===== src/afrs_pkg.sv =====
// shared types and constants of the arm64 function reference scanner
package afrs_pkg;

    localparam logic [31:0] INSN_RET   = 32'hD65F03C0;
    localparam logic [31:0] ADRP_MASK  = 32'h9F000000;
    localparam logic [31:0] ADRP_CODE  = 32'h90000000;
    localparam logic [31:0] ADDI_MASK  = 32'hFFC00000;
    localparam logic [31:0] ADDI_CODE  = 32'h91000000;
    localparam logic [31:0] STP_MASK   = 32'hFFC07FFF;
    localparam logic [31:0] STP_CODE   = 32'hA9807BFD;
    localparam logic [31:0] SUBSP_MASK = 32'hFFC003FF;
    localparam logic [31:0] SUBSP_CODE = 32'hD10003FF;
    localparam logic [63:0] PAGE_LOW   = 64'h0000_0000_0000_0FFF;

    localparam logic [1:0] MODE_SEEK  = 2'd0;
    localparam logic [1:0] MODE_INFN  = 2'd1;
    localparam logic [1:0] MODE_FOUND = 2'd2;

    localparam logic CFG_SECTION_BASE   = 1'b0;
    localparam logic CFG_TARGET_ADDRESS = 1'b1;

    typedef struct packed {
        logic [1:0]  scan_mode;
        logic [63:0] word_address;
        logic [63:0] function_start;
        logic        pending_valid;
        logic [4:0]  pending_register;
        logic [63:0] pending_page_value;
        logic        result_given;
    } scan_state_t;

    typedef struct packed {
        logic        emit;
        logic        found;
        logic [63:0] function_address;
    } step_result_t;

endpackage


===== src/afrs_if.sv =====
// channel interfaces: instruction words, results and configuration writes
interface afrs_insn_if;
    logic        valid;
    logic        ready;
    logic [31:0] insn_word;
    logic        last_word;

    modport source (output valid, output insn_word, output last_word, input ready);
    modport sink (input valid, input insn_word, input last_word, output ready);
endinterface

interface afrs_result_if;
    logic        valid;
    logic        ready;
    logic        found;
    logic [63:0] function_address;

    modport source (output valid, output found, output function_address, input ready);
    modport sink (input valid, input found, input function_address, output ready);
endinterface

interface afrs_cfg_if;
    logic        valid;
    logic        ready;
    logic        index;
    logic [63:0] data;

    modport source (output valid, output index, output data, input ready);
    modport sink (input valid, input index, input data, output ready);
endinterface


===== src/afrs_step.sv =====
// scan step: decodes one instruction word and computes the next scan state
module afrs_step
    import afrs_pkg::*;
(
    input  scan_state_t  state,
    input  logic [31:0]  insn_word,
    input  logic         last_word,
    input  logic [63:0]  section_base,
    input  logic [63:0]  target_address,
    output scan_state_t  state_next,
    output step_result_t result
);

    logic        is_addi;
    logic        is_adrp;
    logic        is_prologue;
    logic        is_ret;
    logic        pair_hit;
    logic [63:0] resolved;
    logic [20:0] adrp_imm;
    logic [63:0] adrp_page;
    logic        ret_report;
    scan_state_t work;

    assign is_addi     = (insn_word & ADDI_MASK) == ADDI_CODE;
    assign is_adrp     = (insn_word & ADRP_MASK) == ADRP_CODE;
    assign is_ret      = insn_word == INSN_RET;
    assign is_prologue = ((insn_word & STP_MASK) == STP_CODE)
                      || ((insn_word & SUBSP_MASK) == SUBSP_CODE);

    assign pair_hit = state.pending_valid && is_addi
                   && (insn_word[4:0] == state.pending_register)
                   && (insn_word[9:5] == state.pending_register);
    assign resolved = state.pending_page_value + {52'd0, insn_word[21:10]};

    // immhi:immlo, sign extended and scaled to a page
    assign adrp_imm  = {insn_word[23:5], insn_word[30:29]};
    assign adrp_page = (state.word_address & ~PAGE_LOW)
                     + {{31{adrp_imm[20]}}, adrp_imm, 12'd0};

    assign ret_report = !state.result_given && !pair_hit && is_ret
                     && (state.scan_mode == MODE_FOUND);

    always_comb
    begin
        work = state;
        work.word_address = state.word_address + 64'd4;
        if (!state.result_given)
        begin
            work.pending_valid = 1'b0;
            if (pair_hit)
            begin
                if (resolved == target_address)
                begin
                    work.scan_mode = MODE_FOUND;
                end
            end
            else if (is_ret)
            begin
                if (state.scan_mode == MODE_FOUND)
                begin
                    work.result_given = 1'b1;
                end
                else
                begin
                    work.scan_mode = MODE_SEEK;
                end
            end
            else if (is_adrp)
            begin
                if (state.scan_mode == MODE_INFN && !last_word)
                begin
                    work.pending_valid      = 1'b1;
                    work.pending_register   = insn_word[4:0];
                    work.pending_page_value = adrp_page;
                end
            end
            else if (is_prologue && state.scan_mode == MODE_SEEK)
            begin
                work.function_start = state.word_address;
                work.scan_mode      = MODE_INFN;
            end
        end

        state_next = work;
        if (last_word)
        begin
            state_next = '0;
            state_next.scan_mode    = MODE_SEEK;
            state_next.word_address = section_base;
        end

        result.emit             = ret_report || (last_word && !work.result_given);
        result.found            = ret_report;
        result.function_address = ret_report ? state.function_start : 64'd0;
    end

endmodule


===== src/arm64_function_ref_scanner.sv =====
// top level of the arm64 function reference scanner
// Takes one instruction word per cycle unless a result waits in a full output
// register. Each accepted word is captured in an input register, then decoded and
// applied to the scan state, and any result is held in an output register until
// transferred. The cycle time is set by the 64-bit ADRP+ADD page add and its
// compare against target_address. At most one result leaves per section: the
// referencing function's start on the RET that closes it, or a not-found result on
// the last word. Configuration writes are taken at any time and are meant for idle
// periods; writing section_base also reloads the running word address.
module arm64_function_ref_scanner
    import afrs_pkg::*;
(
    input  logic clk,
    input  logic rst_n,
    afrs_insn_if.sink     insn,
    afrs_result_if.source result,
    afrs_cfg_if.sink      cfg
);

    logic [63:0]  section_base_reg;
    logic [63:0]  target_address_reg;
    scan_state_t  state_reg;
    scan_state_t  state_next;
    scan_state_t  step_state;
    step_result_t step_res;

    logic        s1_valid_reg;
    logic [31:0] word_reg;
    logic        last_reg;

    logic        out_valid_reg;
    logic        found_reg;
    logic [63:0] address_reg;

    logic out_free;
    logic s1_fire;
    logic in_fire;
    logic cfg_fire;

    afrs_step u_step (
        .state          (state_reg),
        .insn_word      (word_reg),
        .last_word      (last_reg),
        .section_base   (section_base_reg),
        .target_address (target_address_reg),
        .state_next     (step_state),
        .result         (step_res)
    );

    assign out_free   = !out_valid_reg || result.ready;
    // a word that produces nothing never waits on the output register
    assign s1_fire    = s1_valid_reg && (!step_res.emit || out_free);
    assign insn.ready = !s1_valid_reg || s1_fire;
    assign in_fire    = insn.valid && insn.ready;
    assign cfg.ready  = 1'b1;
    assign cfg_fire   = cfg.valid && cfg.ready;

    assign result.valid            = out_valid_reg;
    assign result.found            = found_reg;
    assign result.function_address = address_reg;

    // a base write restarts the running address
    always_comb
    begin
        state_next = s1_fire ? step_state : state_reg;
        if (cfg_fire && cfg.index == CFG_SECTION_BASE)
        begin
            state_next.word_address = cfg.data;
        end
    end

    always_ff @(posedge clk or negedge rst_n)
    begin
        if (!rst_n)
        begin
            section_base_reg   <= '0;
            target_address_reg <= '0;
            state_reg          <= '0;
            s1_valid_reg       <= 1'b0;
            out_valid_reg      <= 1'b0;
        end
        else
        begin
            if (cfg_fire && cfg.index == CFG_SECTION_BASE)
            begin
                section_base_reg <= cfg.data;
            end
            if (cfg_fire && cfg.index == CFG_TARGET_ADDRESS)
            begin
                target_address_reg <= cfg.data;
            end

            state_reg <= state_next;

            if (in_fire)
            begin
                s1_valid_reg <= 1'b1;
            end
            else if (s1_fire)
            begin
                s1_valid_reg <= 1'b0;
            end

            if (s1_fire && step_res.emit)
            begin
                out_valid_reg <= 1'b1;
            end
            else if (result.ready)
            begin
                out_valid_reg <= 1'b0;
            end
        end
    end

    always_ff @(posedge clk)
    begin
        if (in_fire)
        begin
            word_reg <= insn.insn_word;
            last_reg <= insn.last_word;
        end
        if (s1_fire && step_res.emit)
        begin
            found_reg   <= step_res.found;
            address_reg <= step_res.function_address;
        end
    end

    // a held adrp only exists inside a function
    assert property (@(posedge clk) disable iff (!rst_n)
        state_reg.pending_valid |-> state_reg.scan_mode == MODE_INFN)
        else $error("pending adrp outside a function");

    // once reported, the section stays in the found mode until it ends
    assert property (@(posedge clk) disable iff (!rst_n)
        state_reg.result_given |-> state_reg.scan_mode == MODE_FOUND)
        else $error("result given without a found reference");

    // a not-found result carries a zero address
    assert property (@(posedge clk) disable iff (!rst_n)
        (out_valid_reg && !found_reg) |-> address_reg == 64'd0)
        else $error("not-found result with nonzero address");

    // each word inside a section advances the address by one word
    assert property (@(posedge clk) disable iff (!rst_n)
        (s1_fire && !last_reg && !(cfg_fire && cfg.index == CFG_SECTION_BASE))
        |=> state_reg.word_address == $past(state_reg.word_address) + 64'd4)
        else $error("word address did not advance");

endmodule

===== src/flat_wrapper.sv =====
// flat-port wrapper written by rule: the top's interface ports become plain ports
module arm64_function_ref_scanner_flat import afrs_pkg::*;
  (clk, rst_n, insn_valid, insn_insn_word, insn_last_word, insn_ready, result_valid, result_found, result_function_address, result_ready, cfg_valid, cfg_index, cfg_data, cfg_ready);
  afrs_insn_if insn_i ();
  afrs_result_if result_i ();
  afrs_cfg_if cfg_i ();
  input  logic clk;
  input  logic rst_n;
  input wire logic [$bits(insn_i.valid)-1:0] insn_valid;
  input wire logic [$bits(insn_i.insn_word)-1:0] insn_insn_word;
  input wire logic [$bits(insn_i.last_word)-1:0] insn_last_word;
  output wire logic [$bits(insn_i.ready)-1:0] insn_ready;
  output wire logic [$bits(result_i.valid)-1:0] result_valid;
  output wire logic [$bits(result_i.found)-1:0] result_found;
  output wire logic [$bits(result_i.function_address)-1:0] result_function_address;
  input wire logic [$bits(result_i.ready)-1:0] result_ready;
  input wire logic [$bits(cfg_i.valid)-1:0] cfg_valid;
  input wire logic [$bits(cfg_i.index)-1:0] cfg_index;
  input wire logic [$bits(cfg_i.data)-1:0] cfg_data;
  output wire logic [$bits(cfg_i.ready)-1:0] cfg_ready;
  assign insn_i.valid = insn_valid;
  assign insn_i.insn_word = insn_insn_word;
  assign insn_i.last_word = insn_last_word;
  assign insn_ready = insn_i.ready;
  assign result_valid = result_i.valid;
  assign result_found = result_i.found;
  assign result_function_address = result_i.function_address;
  assign result_i.ready = result_ready;
  assign cfg_i.valid = cfg_valid;
  assign cfg_i.index = cfg_index;
  assign cfg_i.data = cfg_data;
  assign cfg_ready = cfg_i.ready;
  arm64_function_ref_scanner u_core (.clk(clk), .rst_n(rst_n), .insn(insn_i), .result(result_i), .cfg(cfg_i));
endmodule

===== config.mk =====
export PLATFORM = sky130hd
export DESIGN_NAME = arm64_function_ref_scanner_flat
export DESIGN_NICKNAME = d
export VERILOG_FILES = /design/src/afrs_pkg.sv /design/src/afrs_if.sv /design/src/afrs_step.sv /design/src/arm64_function_ref_scanner.sv /design/src/flat_wrapper.sv
export SDC_FILE = /design/constraint.sdc
export NUM_CORES = 1
export LEC_CHECK = 0
export ABC_AREA = 1
export BUFFER_PORTS_ARGS = -buffer_cell sky130_fd_sc_hd__buf_4
export CORE_ASPECT_RATIO = 0.75
export CORE_MARGIN = 10
export CORE_UTILIZATION = 45
export CTS_BUF_LIST = sky130_fd_sc_hd__clkbuf_8 sky130_fd_sc_hd__clkbuf_16
export DETAILED_ROUTE_END_ITERATION = 12
export HOLD_SLACK_MARGIN = 0.02
export SYNTH_ARGS = -nofsm -noshare
export SYNTH_HDL_FRONTEND = slang
export SYNTH_SLANG_ARGS = --single-unit

===== constraint.sdc =====
create_clock -name clk -period 6.1 [get_ports clk]
set_input_delay 0.305 -clock clk [delete_from_list [all_inputs] [get_ports clk]]
set_output_delay 0.305 -clock clk [all_outputs]
set_load 0.05 [all_outputs]

## Word-level counts from Yosys, hierarchy flattened

Index checks and enable logic that the tools add are counted.
Widths: inputs -> output; s select.

| operators by class | value |
|---|---|
| $add $sub $neg | 3 |
| multipliers | 0 |
| div/mod/pow operators | 0 |
| order comparisons | 0 |
| equal/unequal tests | 17 |
| shift-type cells | 0 |
| muxes and demuxes | 23 |
| bitwise gates (word level) | 1 |
| reductions and logical operators | 38 |

Operator list:

| operator | number |
|---|---|
| $mux 135 | 2 |
| $mux 201 | 1 |
| $mux 199 | 1 |
| $mux 64 | 3 |
| $mux 70 | 2 |
| $mux 134 | 1 |
| $add 64x12->64 | 1 |
| $add 64x3->64 const B | 1 |
| $add 64x64->64 | 1 |
| $eq 64x64->1 | 1 |
| $eq 32x32->1 const B | 1 |
| $eq 25x25->1 const B | 1 |
| $eq 20x20->1 const B | 1 |
| $reduce_and 6->1 | 3 |
| $logic_and 1x1->1 | 14 |
| $mux 2 | 7 |
| $reduce_bool 2->1 | 6 |
| $eq 10x10->1 const B | 1 |
| $eq 5x5->1 | 2 |
| $logic_not 1->1 | 7 |
| $eq 6x6->1 const B | 1 |
| $mux 1 | 6 |
| $ne 2x1->1 const B | 3 |
| $logic_or 1x1->1 | 5 |
| other kinds (10) | 10 |

| word-level totals | value |
|---|---|
| flip-flop bits (word level) | 429 |
| bits in latches | 0 |
| bits in writable memories | 0 |
| ROM bits | 0 |
| output and inout bits | 68 |
| word-level logic and storage cells | 97 |
| memories kept | 0 |

## Longest topological paths before layout

| depth | value |
|---|---|
| depth in word-level cells | 17 |
| depth in mapped cells | 15 |
| depth with buffers taken out | 15 |

## Modules after synthesis

From an unflattened synthesis, not the netlist that was laid out.

| unflattened totals | value |
|---|---|
| cell total of the unflattened synthesis | 3994 |
| area total of the unflattened synthesis | 28762.6 µm² |

By module, submodules not included:

| module | instances | cells an instance | area an instance (µm²) | sequential area each (µm²) |
|---|---|---|---|---|
| arm64_function_ref_scanner | 1 | 1525 | 16438.3 | 11225.8 |
| afrs_step | 1 | 2469 | 12324.3 | 0.0 |

## Worst setup path before layout

No wires, ideal clock.

| timing | value |
|---|---|
| kind | register to register |
| start point | register u_core.word_reg[23] |
| end point | register u_core.found_reg (netlist: u_core.result.found) (enable) |
| setup time | 0.419 ns |
| arrival time | 3.104 ns |
| data required time | 5.681 ns |
| slack | 2.576 ns |
| cell stages (with the launch flop) | 11 |
| buffers on the path | 0 |
| clock period less this slack | 3.524 ns |
| path through | edfxtp_1 nor2_1 nand3_2 nor2_4 nand3_4 nand2_4 nand2_4 nand2_8 nor2_1 nand2_1 inv_1 |

| on the way | value |
|---|---|
| cells in the longest elaborated chain, start to end | 13 |
| elaborated cells on any way between the ends | 19 |
| classes of those cells | eq/ne (2); mux (3); reduce/logical (14) |

RTL lines:

| element | line | RTL |
|---|---|---|
| start: declaration | arm64_function_ref_scanner.sv:28 | `logic [31:0] word_reg;` |
| start signal: assignment | arm64_function_ref_scanner.sv:119 | `word_reg <= insn.insn_word;` |
| $eq 10x10->1 | afrs_step.sv:25 | `assign is_addi = (insn_word & ADDI_MASK) == ADDI_CODE;` |
| $logic_and 1x1->1 | afrs_step.sv:31 | `assign pair_hit = state.pending_valid && is_addi` |
| $logic_and 1x1->1 | afrs_step.sv:32 | `&& (insn_word[4:0] == state.pending_register)` |
| $logic_and 1x1->1 | afrs_step.sv:33 | `&& (insn_word[9:5] == state.pending_register);` |
| $mux 135 or $logic_not 1->1 (tied branches) | afrs_step.sv:51, afrs_step.sv:41 |  |
| $mux 135 or $logic_and 1x1->1 (tied branches) | afrs_step.sv:48, afrs_step.sv:41 |  |
| $logic_not 1->1 or $logic_and 1x1->1 (tied branches) | afrs_step.sv:93, afrs_step.sv:41 |  |
| $logic_and 1x1->1 (on tied branches) | afrs_step.sv:93, afrs_step.sv:42 |  |
| $logic_or 1x1->1 * | afrs_step.sv:93 | `result.emit = ret_report \|\| (last_word && !work.result_given);` |
| $logic_not 1->1 | arm64_function_ref_scanner.sv:52 | `assign s1_fire = s1_valid_reg && (!step_res.emit \|\| out_free);` |
| $logic_or 1x1->1 | arm64_function_ref_scanner.sv:52 |  |
| $logic_and 1x1->1 | arm64_function_ref_scanner.sv:52 |  |
| $logic_and 1x1->1 * | arm64_function_ref_scanner.sv:122 | `if (s1_fire && step_res.emit)` |
| end signal: assignment | arm64_function_ref_scanner.sv:124 | `found_reg <= step_res.found;` |
| end: declaration | arm64_function_ref_scanner.sv:32 | `logic found_reg;` |

Every way passes the cells marked *; elsewhere a longest branch is shown, timed or not. The select of a mux whose other input is x is not followed.
A chain may end at the register's enable or synchronous reset.

## Worst setup path in the final report

| timing | value |
|---|---|
| start point | register u_core.word_reg[27] |
| end point | register u_core.state_reg[18] in the netlist's numbering |

| on the way | value |
|---|---|
| cells in the longest elaborated chain, start to end | 13 |
| elaborated cells on any way between the ends | 23 |
| classes of those cells | eq/ne (5); mux (3); reduce/logical (15) |

RTL lines:

| element | line | RTL |
|---|---|---|
| $eq 10x10->1 | afrs_step.sv:25 |  |
| $logic_and 1x1->1 | afrs_step.sv:31 |  |
| $logic_and 1x1->1 | afrs_step.sv:32 |  |
| $logic_and 1x1->1 | afrs_step.sv:33 |  |
| $mux 135 or $logic_not 1->1 (tied branches) | afrs_step.sv:51, afrs_step.sv:41 |  |
| $mux 135 or $logic_and 1x1->1 (tied branches) | afrs_step.sv:48, afrs_step.sv:41 |  |
| $logic_not 1->1 or $logic_and 1x1->1 (tied branches) | afrs_step.sv:93, afrs_step.sv:41 |  |
| $logic_and 1x1->1 (on tied branches) | afrs_step.sv:93, afrs_step.sv:42 |  |
| $logic_or 1x1->1 | afrs_step.sv:93 |  |
| $logic_not 1->1 | arm64_function_ref_scanner.sv:52 |  |
| $logic_or 1x1->1 | arm64_function_ref_scanner.sv:52 |  |
| $logic_and 1x1->1 | arm64_function_ref_scanner.sv:52 |  |
| $reduce_and 6->1 (no line) * | -- |  |
| end signal: assignment | arm64_function_ref_scanner.sv:93 | `state_reg <= state_next;` |
| end: declaration | arm64_function_ref_scanner.sv:22 | `scan_state_t state_reg;` |

Marked as above.

==> flow_metrics.tcl <==
set metrics [dict create \
    outcome "completed" \
    synth.net_count 3323 \
    htree_levels 2 \
    die-width_um 285.5 \
    combPwrFrac_pct 23.8 \
    die_area_mm2 0.06257 \
    max_freq_mhz 309.6 \
    die_h_um 219.1 \
    drtAntennaViolNets 0 \
    synth.yosys.seq_area_share_pct 45.92 \
    clock_power_share_pct 33.7 \
    slew_headroom_pct 27.93 \
    final-instance-count-excl-fill 4141 \
    reg2reg_from "u_core.word_reg[27]" \
    layout_common_cells "nand2_1, nor2_1, inv_1" \
    switching_share_pct 35.21 \
    timing_hold_violations_final 0 \
    cp-end-kind "flip-flop" \
    worst_path_largest_cell_delay_ps 760 \
    criticalPathCategory "reg -> reg" \
    largest_reg_flops 189 \
    gr-total-overflow 0 \
    min_period_ps 3230 \
    arrival_ps 3720 \
    wl_per_cell_um 20.94 \
    p_per_area_mw_per_mm2 298.0 \
    cts_num_sinks 417 \
    cts_buffers 45 \
    syn-cell-area_mm2 0.02379 \
    port-buffer-count 169 \
    holdPathEnd "u_core.target_address_reg[60]" \
    track_usage_pct 27.25 \
    via_per_inst 5.401 \
    gp_congestion 1.038 \
    syn_to_final_growth_pct 18.39 \
    r2r_slack_ps 2870 \
    slew_viol_final 0 \
    p_seq_share_pct 42.5 \
    place_inst 3958 \
    rows 72 \
    finalWirelength_um 86700 \
    cts_tree "built" \
    peakVddDrop_v 0.0002224 \
    initial_core_util_pct 45.86 \
    fin_tns_setup_ps 0 \
    drtPass1Iterations 6 \
    rr_worst_depth 7 \
    power.total_mw 8.395 \
    min_from "cfg_data[60]" \
    clk_pin_slew_ps 60 \
    antenna_found_initial 2 \
    synth_edf_count 98 \
    required_ps 6590 \
    clockBufferDepth 3 \
    ios 171 \
    drc_errors 0 \
    ys_types 55 \
    slowest_stage "nand3_2" \
    layout.nets 3554 \
    core_area_mm2 0.05189 \
    vias 22370 \
    setup_viol 0 \
    crit_cells 7 \
    hold_class "in -> reg" \
    synth_ff_type "dfrtp_1" \
    syn_inst 3167 \
    drv_cap 0 \
    place_hpwl_um 66300 \
    insertion_delay_ps 610 \
    synth_area_per_cell_um2 7.513 \
    cp_top_family "simple AND/OR/NAND/NOR gates" \
    crit_path_cell_trace "nor2_2, nand3_1, nor3_1, nand4_2, inv_1, nand3_2, o21ai_0" \
    grt_setup_unrepaired "false" \
    whs_path_depth 3 \
    grt_pass1_wl_um 130700 \
    cts_resized 0 \
    grt_pass1_vias 21170 \
    critPathMaxFanout 32 \
    r2r_end "u_core.state_reg[18]" \
    tightest_slew_ps 1081 \
    final_layout_size_suffix_gt1_share_pct 10.22 \
    synth-seq-cells 417 \
    ys_async_sr_fraction_pct 76.50 \
    ys_warn_count 0 \
    net-switching-power_mw 2.956 \
    post-route-period-util_pct 52.96 \
    drtIter0Drc 2359 \
    grt_max_degree 116 \
    clockRootBuffer "clkbuf_16" \
    cp.buffers_inverters 1 \
    start_kind "flip-flop" \
    p_int_mw 5.440 \
    leakage_nw 13.20 \
    skew_ps 16.75 \
    layout_commonest_cell "nand2_1" \
]
worst max-delay path by stage:
stage	startpoint	endpoint
global route	u_core.word_reg[23]	u_core.result.function_address[47]
global placement	u_core.word_reg[23]	u_core.result.function_address[48]
detailed placement	u_core.word_reg[23]	u_core.result.function_address[48]
finish	u_core.word_reg[27]	u_core.state_reg[18]
CTS	u_core.word_reg[23]	u_core.result.function_address[55]
floorplan	u_core.word_reg[23]	u_core.result.found
power by group through the flow:
stage / Combinational, mW / Sequential (mW) / Clock [mW]
after global placement: 1.89 / 3.60 / 0
after detailed placement: 1.91 / 3.60 / 0
after CTS: 1.97 / 3.55 / 2.88
final: 2.00 / 3.57 / 2.83
after floorplan: 1.23 / 3.51 / 0
after global routing: 2.21 / 3.60 / 2.98
metrics by stage:
step           worst slack, ps  instance area [µm²]  hold WS [ps]  util, %
6_report                  2870                28170         58.25    54.29
5_1_grt                   2651                28160         47.84    54.28
4_1_cts                   2948                28160         20.05    54.28
3_5_place_dp              2950                25680         409.8    49.49
3_3_place_gp              3091                25680         395.1    49.49
2_1_floorplan             2576                23790         9.409        -
Yosys cell counts (5+ instances only):
master | count | area, µm²
a21o_1 | 5 | 37.54
o21ai_1 | 15 | 75.07
xnor2_1 | 39 | 341.6
buf_2 | 34 | 170.2
xor2_1 | 39 | 341.6
nor2_2 | 6 | 37.54
nor3_1 | 37 | 185.2
nand3_2 | 12 | 120.1
o22ai_1 | 21 | 131.4
ha_1 | 52 | 650.6
edfxtp_1 | 98 | 2943
inv_2 | 7 | 26.28
nand2_1 | 994 | 3731
mux2_2 | 25 | 281.5
inv_1 | 351 | 1318
nand4_1 | 39 | 244.0
dfrtp_1 | 319 | 7983
nand3_1 | 232 | 1161
o211ai_1 | 49 | 367.9
o21ai_0 | 140 | 700.7
buf_1 | 10 | 37.54
clkbuf_1 | 46 | 172.7
nand2_2 | 11 | 68.82
nor4_1 | 6 | 37.54
nor2_1 | 408 | 1531
a21oi_1 | 107 | 535.5
nand3b_1 | 14 | 105.1
kinds of logic after synthesis:
| logic type | after synthesis | synth area share [%] |
|---|---|---|
| xor+xnor | 78 | 2.871 |
| mux | 26 | 1.225 |
| compound gates | 351 | 8.266 |
| flops | 417 | 45.92 |
| buf+inv | 459 | 7.593 |
| simple gates | 1782 | 31.29 |
| fa+ha+maj | 53 | 2.819 |
| other cells | 1 | 0.01576 |
worst reg2reg max path, cell delays in order, from the launching register on:
cell and delay (ps):
edfxtp_1 460, nor2_2 280, nand3_1 120, nor3_1 550
nand4_2 280, inv_1 170, nand3_2 760, o21ai_0 500
routing by layer:
layer	up-vias	GRT usage (%)	routed length [µm]
met1	10720	40.55	40740
li1	10640	-	-
met3	119	5.751	7874
met5	-	0	34
met2	883	39.30	35880
met4	4	7.444	2174
cell type report:
class | instances | area, µm²
fill | 5034 | 23720
multi-input combinational | 2291 | 11100
sequential | 417 | 10930
timing repair buffer | 283 | 2385
inverter | 360 | 1353
clock buffer | 49 | 1181
tap | 703 | 879.6
clock inverter | 35 | 341.6
antenna | 3 | 7.507
timing repair:
item	CTS	global route
hold buffers	96	0
hold endpoints to repair	289	0
setup buffers	0	0
No activity file was read; power rests on OpenSTA's default activity.
